===== config.mk =====
export PLATFORM = sky130hd
export DESIGN_NAME = preset_link_command_deframer
export DESIGN_NICKNAME = d
export VERILOG_FILES = /design/src/design/pld_pkg.sv /design/src/design/pld_core.sv /design/src/design/pld_result_fifo.sv /design/src/design/preset_link_command_deframer.sv
export SDC_FILE = /design/constraint.sdc
export NUM_CORES = 1
export LEC_CHECK = 0
export BUFFER_PORTS_ARGS = -buffer_cell sky130_fd_sc_hd__buf_4
export CELL_PAD_IN_SITES_DETAIL_PLACEMENT = 0
export CELL_PAD_IN_SITES_GLOBAL_PLACEMENT = 1
export CORE_UTILIZATION = 45
export CTS_CLUSTER_DIAMETER = 60
export DETAILED_ROUTE_END_ITERATION = 7
export GPL_TIMING_DRIVEN = 1
export PLACE_DENSITY = 0.77
export SLEW_MARGIN = 40
export SYNTH_ARGS = -nofsm -noshare
export SYNTH_HDL_FRONTEND = slang
export SYNTH_SLANG_ARGS = --single-unit

===== constraint.sdc =====
create_clock -name clk_i -period 7.34 [get_ports clk_i]
set_input_delay 0.734 -clock clk_i [delete_from_list [all_inputs] [get_ports clk_i]]
set_output_delay 0.734 -clock clk_i [all_outputs]
set_load 0.01 [all_outputs]

===== src/design/pld_pkg.sv =====
// Shared types and constants of the preset link command deframer.
`timescale 1ns / 1ps
package pld_pkg;

  // Frame magic bytes
  localparam logic [7:0] MagicB0     = 8'hF3;
  localparam logic [7:0] MagicB1     = 8'h0F;
  localparam logic [7:0] MagicB2     = 8'hAB;
  localparam logic [7:0] MagicNarrow = 8'hCA;
  localparam logic [7:0] MagicWide   = 8'hCB;

  // Command codes
  localparam logic [7:0] CmdGet = 8'd0;
  localparam logic [7:0] CmdSet = 8'd1;

  // Result kinds
  localparam logic [1:0] KindStoreByte  = 2'd0;
  localparam logic [1:0] KindBeginStore = 2'd1;
  localparam logic [1:0] KindStoreDone  = 2'd2;
  localparam logic [1:0] KindSendReq    = 2'd3;

  // Receive phases
  localparam logic [2:0] PhHunt0 = 3'd0;
  localparam logic [2:0] PhHunt1 = 3'd1;
  localparam logic [2:0] PhHunt2 = 3'd2;
  localparam logic [2:0] PhHunt3 = 3'd3;
  localparam logic [2:0] PhHdr   = 3'd4;
  localparam logic [2:0] PhData  = 3'd5;

  // Width of the packed tdata word of one result
  localparam int unsigned ResDataW = 80;

  typedef struct packed {
    logic [1:0]  kind;
    logic [4:0]  preset_slot;
    logic [31:0] byte_offset;
    logic [7:0]  data_byte;
    logic [31:0] send_length;
    logic        wide_header;
    logic        from_ram;
    logic        last;
  } result_t;

  // Results produced by one accepted byte (0, 1 or 2)
  typedef struct packed {
    logic [1:0] count;
    result_t    r0;
    result_t    r1;
  } result_pair_t;

endpackage


===== src/design/pld_core.sv =====
// Frame hunt, header collection and result generation for one received byte.
`timescale 1ns / 1ps
module pld_core import pld_pkg::*; #(
  parameter int unsigned PRESET_COUNT = 32,
  parameter int unsigned PRESET_BYTES = 1552
) (
  input  logic         clk_i,
  input  logic         rst_ni,
  input  logic         cfg_we_i,
  input  logic [4:0]   cfg_wdata_i,
  input  logic         byte_valid_i,
  input  logic [7:0]   byte_i,
  output result_pair_t res_o
);

  logic [2:0]  phase_q, phase_d;
  logic        wide_q, wide_d;
  logic [3:0]  hdr_cnt_q, hdr_cnt_d;
  logic [7:0]  cmd_q, cmd_d;
  logic [7:0]  slot_q, slot_d;
  logic [31:0] start_q, start_d;
  logic [31:0] len_q, len_d;
  logic [31:0] pay_cnt_q, pay_cnt_d;
  logic [4:0]  ram_idx_q;

  logic [3:0]  field_w;
  logic [1:0]  off_lane;
  logic [1:0]  len_lane;
  logic [31:0] len_upd;
  logic [31:0] pay_cnt_inc;
  logic [15:0] get_off16;
  logic [15:0] get_len16;
  result_t     base;

  // Configuration register
  always_ff @(posedge clk_i or negedge rst_ni) begin
    if (!rst_ni) begin
      ram_idx_q <= '0;
    end else if (cfg_we_i) begin
      ram_idx_q <= cfg_wdata_i;
    end
  end

  // Header byte lanes and helpers
  assign field_w     = wide_q ? 4'd4 : 4'd2;
  assign off_lane    = 2'(hdr_cnt_q - 4'd2);
  assign len_lane    = 2'(hdr_cnt_q - 4'd2 - field_w);
  assign pay_cnt_inc = pay_cnt_q + 32'd1;
  assign get_off16   = start_q[15:0];
  assign get_len16   = 16'(PRESET_BYTES) - get_off16;

  always_comb begin
    len_upd = len_q;
    len_upd[8*len_lane +: 8] = byte_i;
  end

  // Common result fields
  always_comb begin
    base             = '0;
    base.preset_slot = slot_q[4:0];
    base.byte_offset = start_q;
    base.wide_header = wide_q;
  end

  // Advance the frame state and build the results
  always_comb begin
    phase_d   = phase_q;
    wide_d    = wide_q;
    hdr_cnt_d = hdr_cnt_q;
    cmd_d     = cmd_q;
    slot_d    = slot_q;
    start_d   = start_q;
    len_d     = len_q;
    pay_cnt_d = pay_cnt_q;
    res_o     = '0;
    if (byte_valid_i) begin
      case (phase_q)
        PhHunt0, PhHunt1, PhHunt2: begin
          if ((phase_q == PhHunt0 && byte_i == MagicB0) ||
              (phase_q == PhHunt1 && byte_i == MagicB1) ||
              (phase_q == PhHunt2 && byte_i == MagicB2)) begin
            phase_d = phase_q + 3'd1;
          end else begin
            phase_d = (byte_i == MagicB0) ? PhHunt1 : PhHunt0;
          end
        end
        PhHunt3: begin
          if (byte_i == MagicNarrow || byte_i == MagicWide) begin
            wide_d    = (byte_i == MagicWide);
            phase_d   = PhHdr;
            hdr_cnt_d = '0;
            start_d   = '0;
            len_d     = '0;
          end else begin
            phase_d = (byte_i == MagicB0) ? PhHunt1 : PhHunt0;
          end
        end
        PhHdr: begin
          hdr_cnt_d = hdr_cnt_q + 4'd1;
          if (hdr_cnt_q == 4'd0) begin
            cmd_d = byte_i;
          end else if (hdr_cnt_q == 4'd1) begin
            slot_d = byte_i;
          end else if (hdr_cnt_q < 4'd2 + field_w) begin
            start_d[8*off_lane +: 8] = byte_i;
          end else begin
            len_d = len_upd;
          end
          // Last length byte ends the header
          if (hdr_cnt_q == 4'd1 + (field_w << 1)) begin
            phase_d   = PhHunt0;
            hdr_cnt_d = '0;
            if ({1'b0, slot_q} >= 9'(PRESET_COUNT)) begin
              // slot out of range: drop the command
            end else if (cmd_q == CmdGet) begin
              res_o.count          = 2'd1;
              res_o.r0             = base;
              res_o.r0.kind        = KindSendReq;
              res_o.r0.send_length = len_upd;
              res_o.r0.from_ram    = (slot_q == {3'b000, ram_idx_q});
              res_o.r0.last        = 1'b1;
              if (len_upd == '0) begin
                // zero length: send rest of preset in narrow form
                res_o.r0.byte_offset = {16'd0, get_off16};
                res_o.r0.send_length = {16'd0, get_len16};
                res_o.r0.wide_header = 1'b0;
              end
            end else if (cmd_q == CmdSet) begin
              res_o.r0      = base;
              res_o.r0.kind = KindBeginStore;
              if (len_upd == '0) begin
                res_o.count   = 2'd2;
                res_o.r1      = base;
                res_o.r1.kind = KindStoreDone;
                res_o.r1.last = 1'b1;
              end else begin
                res_o.count   = 2'd1;
                res_o.r0.last = 1'b1;
                phase_d       = PhData;
                pay_cnt_d     = '0;
              end
            end else begin
              // unknown command: drop it
            end
          end
        end
        PhData: begin
          pay_cnt_d            = pay_cnt_inc;
          res_o.r0             = base;
          res_o.r0.kind        = KindStoreByte;
          res_o.r0.byte_offset = start_q + pay_cnt_q;
          res_o.r0.data_byte   = byte_i;
          if (pay_cnt_inc == len_q) begin
            res_o.count   = 2'd2;
            res_o.r1      = base;
            res_o.r1.kind = KindStoreDone;
            res_o.r1.last = 1'b1;
            phase_d       = PhHunt0;
            hdr_cnt_d     = '0;
          end else begin
            res_o.count   = 2'd1;
            res_o.r0.last = 1'b1;
          end
        end
        default: begin
          phase_d   = PhHunt0;
          hdr_cnt_d = '0;
        end
      endcase
    end
  end

  // State registers
  always_ff @(posedge clk_i or negedge rst_ni) begin
    if (!rst_ni) begin
      phase_q   <= PhHunt0;
      wide_q    <= 1'b0;
      hdr_cnt_q <= '0;
      cmd_q     <= '0;
      slot_q    <= '0;
      start_q   <= '0;
      len_q     <= '0;
      pay_cnt_q <= '0;
    end else begin
      phase_q   <= phase_d;
      wide_q    <= wide_d;
      hdr_cnt_q <= hdr_cnt_d;
      cmd_q     <= cmd_d;
      slot_q    <= slot_d;
      start_q   <= start_d;
      len_q     <= len_d;
      pay_cnt_q <= pay_cnt_d;
    end
  end

endmodule


===== src/design/pld_result_fifo.sv =====
// Three-entry result queue taking up to two results per cycle, giving one.
`timescale 1ns / 1ps
module pld_result_fifo import pld_pkg::*; (
  input  logic         clk_i,
  input  logic         rst_ni,
  input  result_pair_t push_i,
  output logic         room_o,
  output logic         valid_o,
  input  logic         ready_i,
  output result_t      head_o
);

  result_t    mem_q [3];
  logic [1:0] wr_q, rd_q, cnt_q;
  logic [1:0] wr_next;
  logic       pop;

  function automatic logic [1:0] inc3(input logic [1:0] p);
    return (p == 2'd2) ? 2'd0 : p + 2'd1;
  endfunction

  assign wr_next = inc3(wr_q);
  assign valid_o = (cnt_q != 2'd0);
  assign room_o  = (cnt_q <= 2'd1);
  assign pop     = valid_o && ready_i;
  assign head_o  = mem_q[rd_q];

  // Store incoming results
  always_ff @(posedge clk_i) begin
    if (push_i.count != 2'd0) begin
      mem_q[wr_q] <= push_i.r0;
    end
    if (push_i.count == 2'd2) begin
      mem_q[wr_next] <= push_i.r1;
    end
  end

  // Advance pointers and fill count
  always_ff @(posedge clk_i or negedge rst_ni) begin
    if (!rst_ni) begin
      wr_q  <= '0;
      rd_q  <= '0;
      cnt_q <= '0;
    end else begin
      if (push_i.count == 2'd1) begin
        wr_q <= wr_next;
      end else if (push_i.count == 2'd2) begin
        wr_q <= inc3(wr_next);
      end
      if (pop) begin
        rd_q <= inc3(rd_q);
      end
      cnt_q <= cnt_q + push_i.count - {1'b0, pop};
    end
  end

endmodule


===== src/design/preset_link_command_deframer.sv =====
// Top level of the preset link command deframer.
//
// Usage: received link bytes enter on the s_axis channel, one byte per
// transfer. The block hunts for the frame magic, collects the command header
// and emits store-byte, begin-store, store-finished and send-request results
// on the m_axis channel; tuser carries the result kind, tlast marks the last
// result caused by one input byte. ram_preset_index is written through
// cfg_we_i / cfg_wdata_i, only while the block is idle: a rule for the user
// that the block does not enforce. Results are held in the result queue.
// Throughput: one byte per cycle while each byte yields at most one result
// and the sink takes every cycle; a byte that ends a store yields two results,
// and the three-entry result queue, which drains one result per cycle, holds
// s_axis_tready low until at most one result waits.
// Stall: s_axis_tready drops while two or more results wait in the queue;
// nothing is lost or dropped while m_axis_tready is low.
// Reset: the hunt restarts, the queue empties and ram_preset_index clears.
`timescale 1ns / 1ps
module preset_link_command_deframer import pld_pkg::*; #(
  parameter int unsigned PRESET_COUNT = 32,
  parameter int unsigned PRESET_BYTES = 1552
) (
  input  logic                clk_i,
  input  logic                rst_ni,
  input  logic                cfg_we_i,
  input  logic [4:0]          cfg_wdata_i,
  input  logic                s_axis_tvalid,
  output logic                s_axis_tready,
  input  logic [7:0]          s_axis_tdata,   // [7:0] rx_byte
  output logic                m_axis_tvalid,
  input  logic                m_axis_tready,
  // [4:0] preset_slot, [36:5] byte_offset, [44:37] data_byte,
  // [76:45] send_length, [77] wide_header, [78] from_ram, [79] zero
  output logic [ResDataW-1:0] m_axis_tdata,
  output logic [1:0]          m_axis_tuser,   // [1:0] kind
  output logic                m_axis_tlast
);

  result_pair_t res;
  result_t      head;
  logic         room;
  logic         byte_accept;

  assign s_axis_tready = room;
  assign byte_accept   = s_axis_tvalid && room;

  pld_core #(
    .PRESET_COUNT(PRESET_COUNT),
    .PRESET_BYTES(PRESET_BYTES)
  ) u_core (
    .clk_i       (clk_i),
    .rst_ni      (rst_ni),
    .cfg_we_i    (cfg_we_i),
    .cfg_wdata_i (cfg_wdata_i),
    .byte_valid_i(byte_accept),
    .byte_i      (s_axis_tdata),
    .res_o       (res)
  );

  pld_result_fifo u_fifo (
    .clk_i  (clk_i),
    .rst_ni (rst_ni),
    .push_i (res),
    .room_o (room),
    .valid_o(m_axis_tvalid),
    .ready_i(m_axis_tready),
    .head_o (head)
  );

  // Pack the head result onto the master side
  assign m_axis_tdata = {1'b0, head.from_ram, head.wide_header, head.send_length,
                         head.data_byte, head.byte_offset, head.preset_slot};
  assign m_axis_tuser = head.kind;
  assign m_axis_tlast = head.last;

endmodule

==> results of run 1 <==
power groups by stage:
stage                     sequential (mW)  clock, mW  combinational, mW
after floorplan                      2.55          0               1.42
after global placement               2.76          0               1.99
after detailed placement             2.77          0               2.02
after CTS                            2.73       2.32               2.02
after global routing                 2.78       2.40               2.20
final                                2.74       2.28               2.03
layer usage:
| metal | wire length [um] | vias to the layer above | global-route usage [%] |
|---|---|---|---|
| met3 | 4240 | 99 | 3.75 |
| li1 | - | 8085 | - |
| met4 | 1720 | 0 | 7.93 |
| met1 | 29300 | 8469 | 39.5 |
| met2 | 29900 | 605 | 44.1 |
| met5 | 0 | - | 0 |
registers in the layout, indices dropped and copies added, names as in the netlist:
signal	cells
u_fifo.mem_q	246
u_core.len_q	32
u_core.pay_cnt_q	32
u_core.start_q	32
u_core.cmd_q	8
u_core.slot_q	8
u_core.ram_idx_q	5
u_core.hdr_cnt_q	4
u_core.phase_q	3
u_fifo.cnt_q	2
u_fifo.rd_q	2
u_fifo.wr_q	2
u_core.wide_q	1
stage by stage:
stage	utilization, %	setup WS (ns)	cell area, um^2	hold WS [ns]	total power [mW]
after floorplan	-	1.77	20700	0.422	3.97
after global placement	48.1	1.62	21800	0.439	4.75
after detailed placement	48.2	1.54	21900	0.442	4.79
after CTS	51.6	1.53	23400	0.267	7.07
after global routing	51.7	1.07	23500	0.150	7.38
final	51.7	1.43	23500	0.111	7.05
layout make-up:
cell class | instances | area share (%)
Clock buffer | 59 | 5.24
Tap cell | 600 | 3.20
Inverter | 41 | 0.656
Timing Repair Buffer | 137 | 4.47
Multi-Input combinational cell | 1599 | 45.0
Sequential cell | 377 | 40.1
Clock inverter | 23 | 1.28
logic make-up (layout without fill, tap and decap cells):
logic type      Yosys count  count (layout)  share of synthesized area, %
compound gates          680             680                          22.7
xor+xnor                 93              93                          3.93
fa+ha+maj                55              55                          3.35
buf+inv                 206             260                          4.07
flops                   377             377                          45.3
mux                     111             111                          5.50
other cells               1               1                        0.0181
simple gates            659             659                          15.0
cell usage after synthesis, drive strengths merged (4+ instances only):
cell     instances  area share [%]
nand2          326             5.9
o21ai          209             5.1
a22o           141             6.0
dfrtp          131              16
clkbuf         129             2.3
dfxtp          126              12
edfxtp         120              17
nor2           104             2.0
mux2i           87             4.2
a21oi           65             1.6
o2bb2ai         58             2.4
ha              54             3.3
nand3           51             1.2
xor2            49             2.1
a31oi           46             1.4
o31ai           46             1.7
xnor2           44             1.9
inv             41            0.74
nor2b           38             1.1
buf             36            0.99
nand4           26            0.86
nor3            26            0.84
mux2            24             1.3
a21o            21            0.76
nor4            19            0.68
a22oi           17            0.62
o22ai           15            0.45
and2            13            0.39
or3             12            0.39
a31o            10            0.42
or4             10            0.38
nand2b           8            0.24
o21bai           8            0.29
o41ai            8            0.34
and3             7            0.21
o211ai           6            0.22
and4             5            0.21
nor3b            5            0.21
a211oi           4            0.14
cell usage in the layout (no fill, tap or decap), drive strengths merged, types with 6 or more instances in the layout:
master	instances
o41ai	8
nor4	19
mux2	24
a21o	21
dfxtp	126
nand2b	8
a22oi	17
mux2i	87
o211ai	6
nor3	26
xor2	49
clkbuf	59
nand4	26
buf	137
clkinv	15
nand2	326
o21ai	209
inv	41
xnor2	44
nand3	51
or4	10
o21bai	8
ha	54
and3	7
or3	12
a31oi	46
and2	13
edfxtp	120
dfrtp	131
nor2b	38
nor2	104
a31o	10
o2bb2ai	58
o22ai	15
a22o	141
o31ai	46
a21oi	65
how the worst max path moves through the flow:
stage	start	end	slack, ns	cells past startpoint
3_3_place_gp	u_core.hdr_cnt_q[0]	u_fifo.mem_q[1][2]	1.62	15
3_5_place_dp	u_core.hdr_cnt_q[0]	u_fifo.mem_q[2][63]	1.54	17
4_1_cts	u_core.hdr_cnt_q[0]	u_fifo.mem_q[2][63]	1.53	17
5_1_grt	u_core.hdr_cnt_q[1]	u_fifo.mem_q[2][73]	1.07	17
6_report	u_core.hdr_cnt_q[0]	u_fifo.mem_q[2][73]	1.43	17
2_1_floorplan	u_core.hdr_cnt_q[1]	u_fifo.mem_q[2][0]	1.77	18
worst max-delay path, stage by stage (launching register included):
cell and delay [ns]:
dfrtp_1 0.67, inv_1 0.28, ha_1 0.39, nor2b_2 0.25
nand3_1 0.14, o21ai_0 0.21, or4_1 0.61, or4_1 0.68
nor3_4 0.35, a21oi_4 0.13, nand2b_1 0.25, ha_1 0.28
nor2_1 0.13, nand2_1 0.07, buf_4 0.25, nor2_1 0.60
buf_4 0.31, a22o_1 0.16
==> impl_metrics.toml, run 1 <==
[logic_synthesis]
syn_area_per_cell_um2 = 9.50
synthesis.instances = 2182
ys_types = 83
seq_area_frac_synth_pct = 45.3
ys.flop_type = "dfrtp_1"
async_flop_share_pct = 34.7
synth_edf_count = 120
ys_ff_latch = 377
synth_area_um2 = 20700
syn-num-nets = 2255
yosysWarnings = 0

[pwr]
powerDensity_nw_per_um2 = 301
seqPwrFrac_pct = 38.8
combinationalPowerShare_pct = 28.8
p_leak_nw = 9.32
ir_drop_uv = 157
swShare_pct = 36.0
p_switching_mw = 2.54
power_frac_clock_pct = 32.3
internal_power_mw = 4.51

[route]
finalWirelength_um = 65200
drcViolationCount = 0
vias = 17300
wl_per_cell_um = 23.0
vias_per_cell = 6.09
drtIter0Drc = 1576
dr.pass1.iters = 6
ant_nets = 0

[final_layout]
final_nets = 2273
regArea_um2 = 9410
stdcell_count = 2836
area_growth_pct = 13.1
drive_gt1_share_pct = 12.4
nFillCells = 4088
antenna-diode-count = 0
multi_input_area_um2 = 10600

[timing]
period_needed_ns = 5.91
fin_skew_ns = 0.0195
max_freq_ghz = 0.169
tightest_slew_ns = 0.804
setup_viol = 0
setup-tns-final_ns = 0
hold_viol = 0
drv_slew = 0
rsz0062_at_grt = "no"
period_share_pct = 80.5
max_slew_margin_pct = 46.4

[floorplan]
ios = 103
fp.dieH_um = 217
die_w_um = 217
rows = 78
core_um2 = 45400
die_area_um2 = 47000
start_util_pct = 45.7

[grt]
grtUsageTotal_pct = 27.8
grt_pass1_wl_um = 100000
grt_overflow_total = 0
antenna_found_initial = 0
grt_pass1_vias = 16400
grt_max_degree = 86

[clock_tree]
clock_path_buffers = 3
post_cts_resized = 0
clk_pin_slew_worst_paths_ns = 0.06
cts_buffers = 44
cts_setup_buffers = 0
clock_latency_ns = 0.59
ctsHoldBuffers = 0
h-tree-depth = 2
cts.sink_count = 377
cts_root_buf = "clkbuf_16"
cts_tree = "yes"

[flow_run]
drv_cap = 0

[worst_setup_path]
cp.required_ns = 7.79
critPathLaunchType = "flip-flop"
end_kind = "flip-flop"
setup.worst_path.class = "flip-flop to flip-flop"
r2r_end = "u_fifo.mem_q[2][73]"
r2r_start = "u_core.hdr_cnt_q[0]"
cp.arrival_ns = 6.36
crit_fanout = 27
reg2regPathDepth = 17
r2r_slack_ns = 1.43

[place]
place.gp.congestion = 0.913
hpwl_um = 46600
io_buffers = 101
post-place-cells = 2753

[worst_hold_path]
min_path_type = "primary input to asynchronous set/reset pin"

[run_status]
status = "finished clean"
No activity file was read; power rests on OpenSTA's default activity.
==> inputs of run 2 (changes only) <==
Clock period 7.34 ns to 5.63 ns, I/O delays scaled along.
==> impl_metrics.toml, run 2 (same netlist as run 1, synthesis figures left out) <==
[final_layout]
regMostFlops = "u_fifo.mem_q"
antenna-diode-count = 0
final_nets = 2300
area_growth_pct = 13.5
stdcell_count = 2861
drive_gt1_share_pct = 13.0
final_common_cell = "nand2_1"
layout_common_cells = "nand2_1 (326), o21ai_0 (199), buf_4 (157)"
largest_register_ffs = 246

[timing]
fin_skew_ns = 0.0226
drv_slew = 0
whs_ns = 0.228
fin_ws_ns = 0.206
rsz0062_at_grt = "no"
setup_viol = 0
setup-tns-final_ns = 0
max_slew_margin_pct = 48.8
hold_viol = 0
tightest_slew_ns = 0.768
max_freq_ghz = 0.184
period_needed_ns = 5.42
period_share_pct = 96.3

[route]
drcViolationCount = 0
ant_nets = 0
vias_per_cell = 6.08
dr.pass1.iters = 6
finalWirelength_um = 65700
vias = 17400
wl_per_cell_um = 23.0
drtIter0Drc = 1540

[floorplan]
die_w_um = 217
die_area_um2 = 47000
ios = 103
core_um2 = 45400
start_util_pct = 45.7
fp.dieH_um = 217
rows = 78

[place]
io_buffers = 101
hpwl_um = 46800
place_ws_ns = 0.185
post-place-cells = 2779
place.gp.congestion = 0.896

[clock_tree]
h-tree-depth = 2
cts_root_buf = "clkbuf_16"
cts_setup_buffers = 0
cts.sink_count = 377
clk_pin_slew_worst_paths_ns = 0.06
clock_path_buffers = 3
cts_tree = "yes"
cts_buffers = 44
clock_latency_ns = 0.59

[worst_setup_path]
end_kind = "flip-flop"
crit_fanout = 11
critPathLaunchType = "flip-flop"
setup.worst_path.class = "flip-flop to flip-flop"
cp.required_ns = 6.08
cp.arrival_ns = 5.87
reg2regPathDepth = 17

[grt]
grtUsageTotal_pct = 27.7
antenna_found_initial = 0
grt_max_degree = 91
grt_pass1_vias = 16500
global_route.usage.met1_pct = 38.9
met2_usage_pct = 43.1
grt_pass1_wl_um = 99900
busiest_layer = "met2"
grt_util_met3_pct = 4.32
grt_overflow_total = 0

[pwr]
ir_drop_uv = 236
p_leak_nw = 9.41
powerDensity_nw_per_um2 = 384

[worst_hold_path]
holdPathStages = 2
min_path_type = "primary input to flip-flop"

[flow_run]
drv_cap = 0

[run_status]
status = "finished clean"
[run 2: cell types whose count changed in the layout (fill, tap and decap cells not counted), moves of 3 or more]
cell,delta
buf_4,+25
buf_12,+4
bufinv_16,-4
inv_6,+4
buf_6,-3
clkinv_1,+3
clkinv_4,-3
[run 2: power by group]
| part | internal (mW) | switching, mW | total (mW) | leakage (nW) |
|---|---|---|---|---|
| Clock | 1.59 | 1.17 | 2.76 | 0.683 |
| Combinational | 1.00 | 1.77 | 2.77 | 4.83 |
| Sequential | 3.14 | 0.369 | 3.51 | 3.90 |
[run 2: path summary, 6_finish.rpt]
check / start / endpoint / slack, ns
max in group asynchronous: rst_ni / u_core.pay_cnt_q[14] / 4.04
worst max-delay path: u_core.hdr_cnt_q[1] / u_fifo.mem_q[0][66] / 0.21
worst min-delay path: cfg_wdata_i[2] / u_core.ram_idx_q[2] / 0.23
worst min register to register: u_fifo.mem_q[1][80] / u_fifo.mem_q[1][80] / 0.45
min in group asynchronous: rst_ni / u_core.slot_q[7] / 0.50
worst max register to register: u_core.hdr_cnt_q[1] / u_fifo.mem_q[0][66] / 0.21
[run 2: worst max-delay path: stages (launching register included)]
cell	delay (ns)
dfrtp_1	0.39
inv_1	0.12
ha_1	0.39
ha_1	0.37
nor2b_1	0.18
nand3_1	0.13
o21ai_1	0.14
or4_1	0.55
or4_1	0.63
nor3_4	0.41
a21oi_4	0.05
nand2b_1	0.20
ha_1	0.28
or3_1	0.38
nor2_1	0.40
nand2_1	0.20
o21ai_0	0.25
a22o_1	0.19
[run 2: area by class of cell]
cell class / instances / area, um^2
Timing Repair Buffer: 164 / 1290
Clock buffer: 62 / 1240
Multi-Input combinational cell: 1599 / 10500
Inverter: 41 / 154
Fill cell: 4168 / 21800
Clock inverter: 18 / 149
Tap cell: 600 / 751
Sequential cell: 377 / 9410
[run 2: what timing repair did]
item | in CTS | in global routing
resized for setup | 0 | 5
setup endpoints to repair | 0 | 156
endpoints found under the hold margin | 28 | 0
hold buffers | 1 | 0
[run 2: stage by stage]
step / instance area [um^2] / util (%) / total power, mW
finish: 23500 / 51.9 / 9.04
global route: 23500 / 51.9 / 9.47
CTS: 23500 / 51.8 / 9.04
detailed placement: 22100 / 48.7 / 6.28
global placement: 22100 / 48.6 / 6.25
floorplan: 20700 / - / 5.18
[run 2: layer usage]
layer  routed length, um  share of wire (%)  vias up
li1                    -                  -     8143
met1               29500                 45     8489
met2               29600                 45      634
met3                4360                6.6      119
met4                2320                3.5        0
met5                   0                  0        -
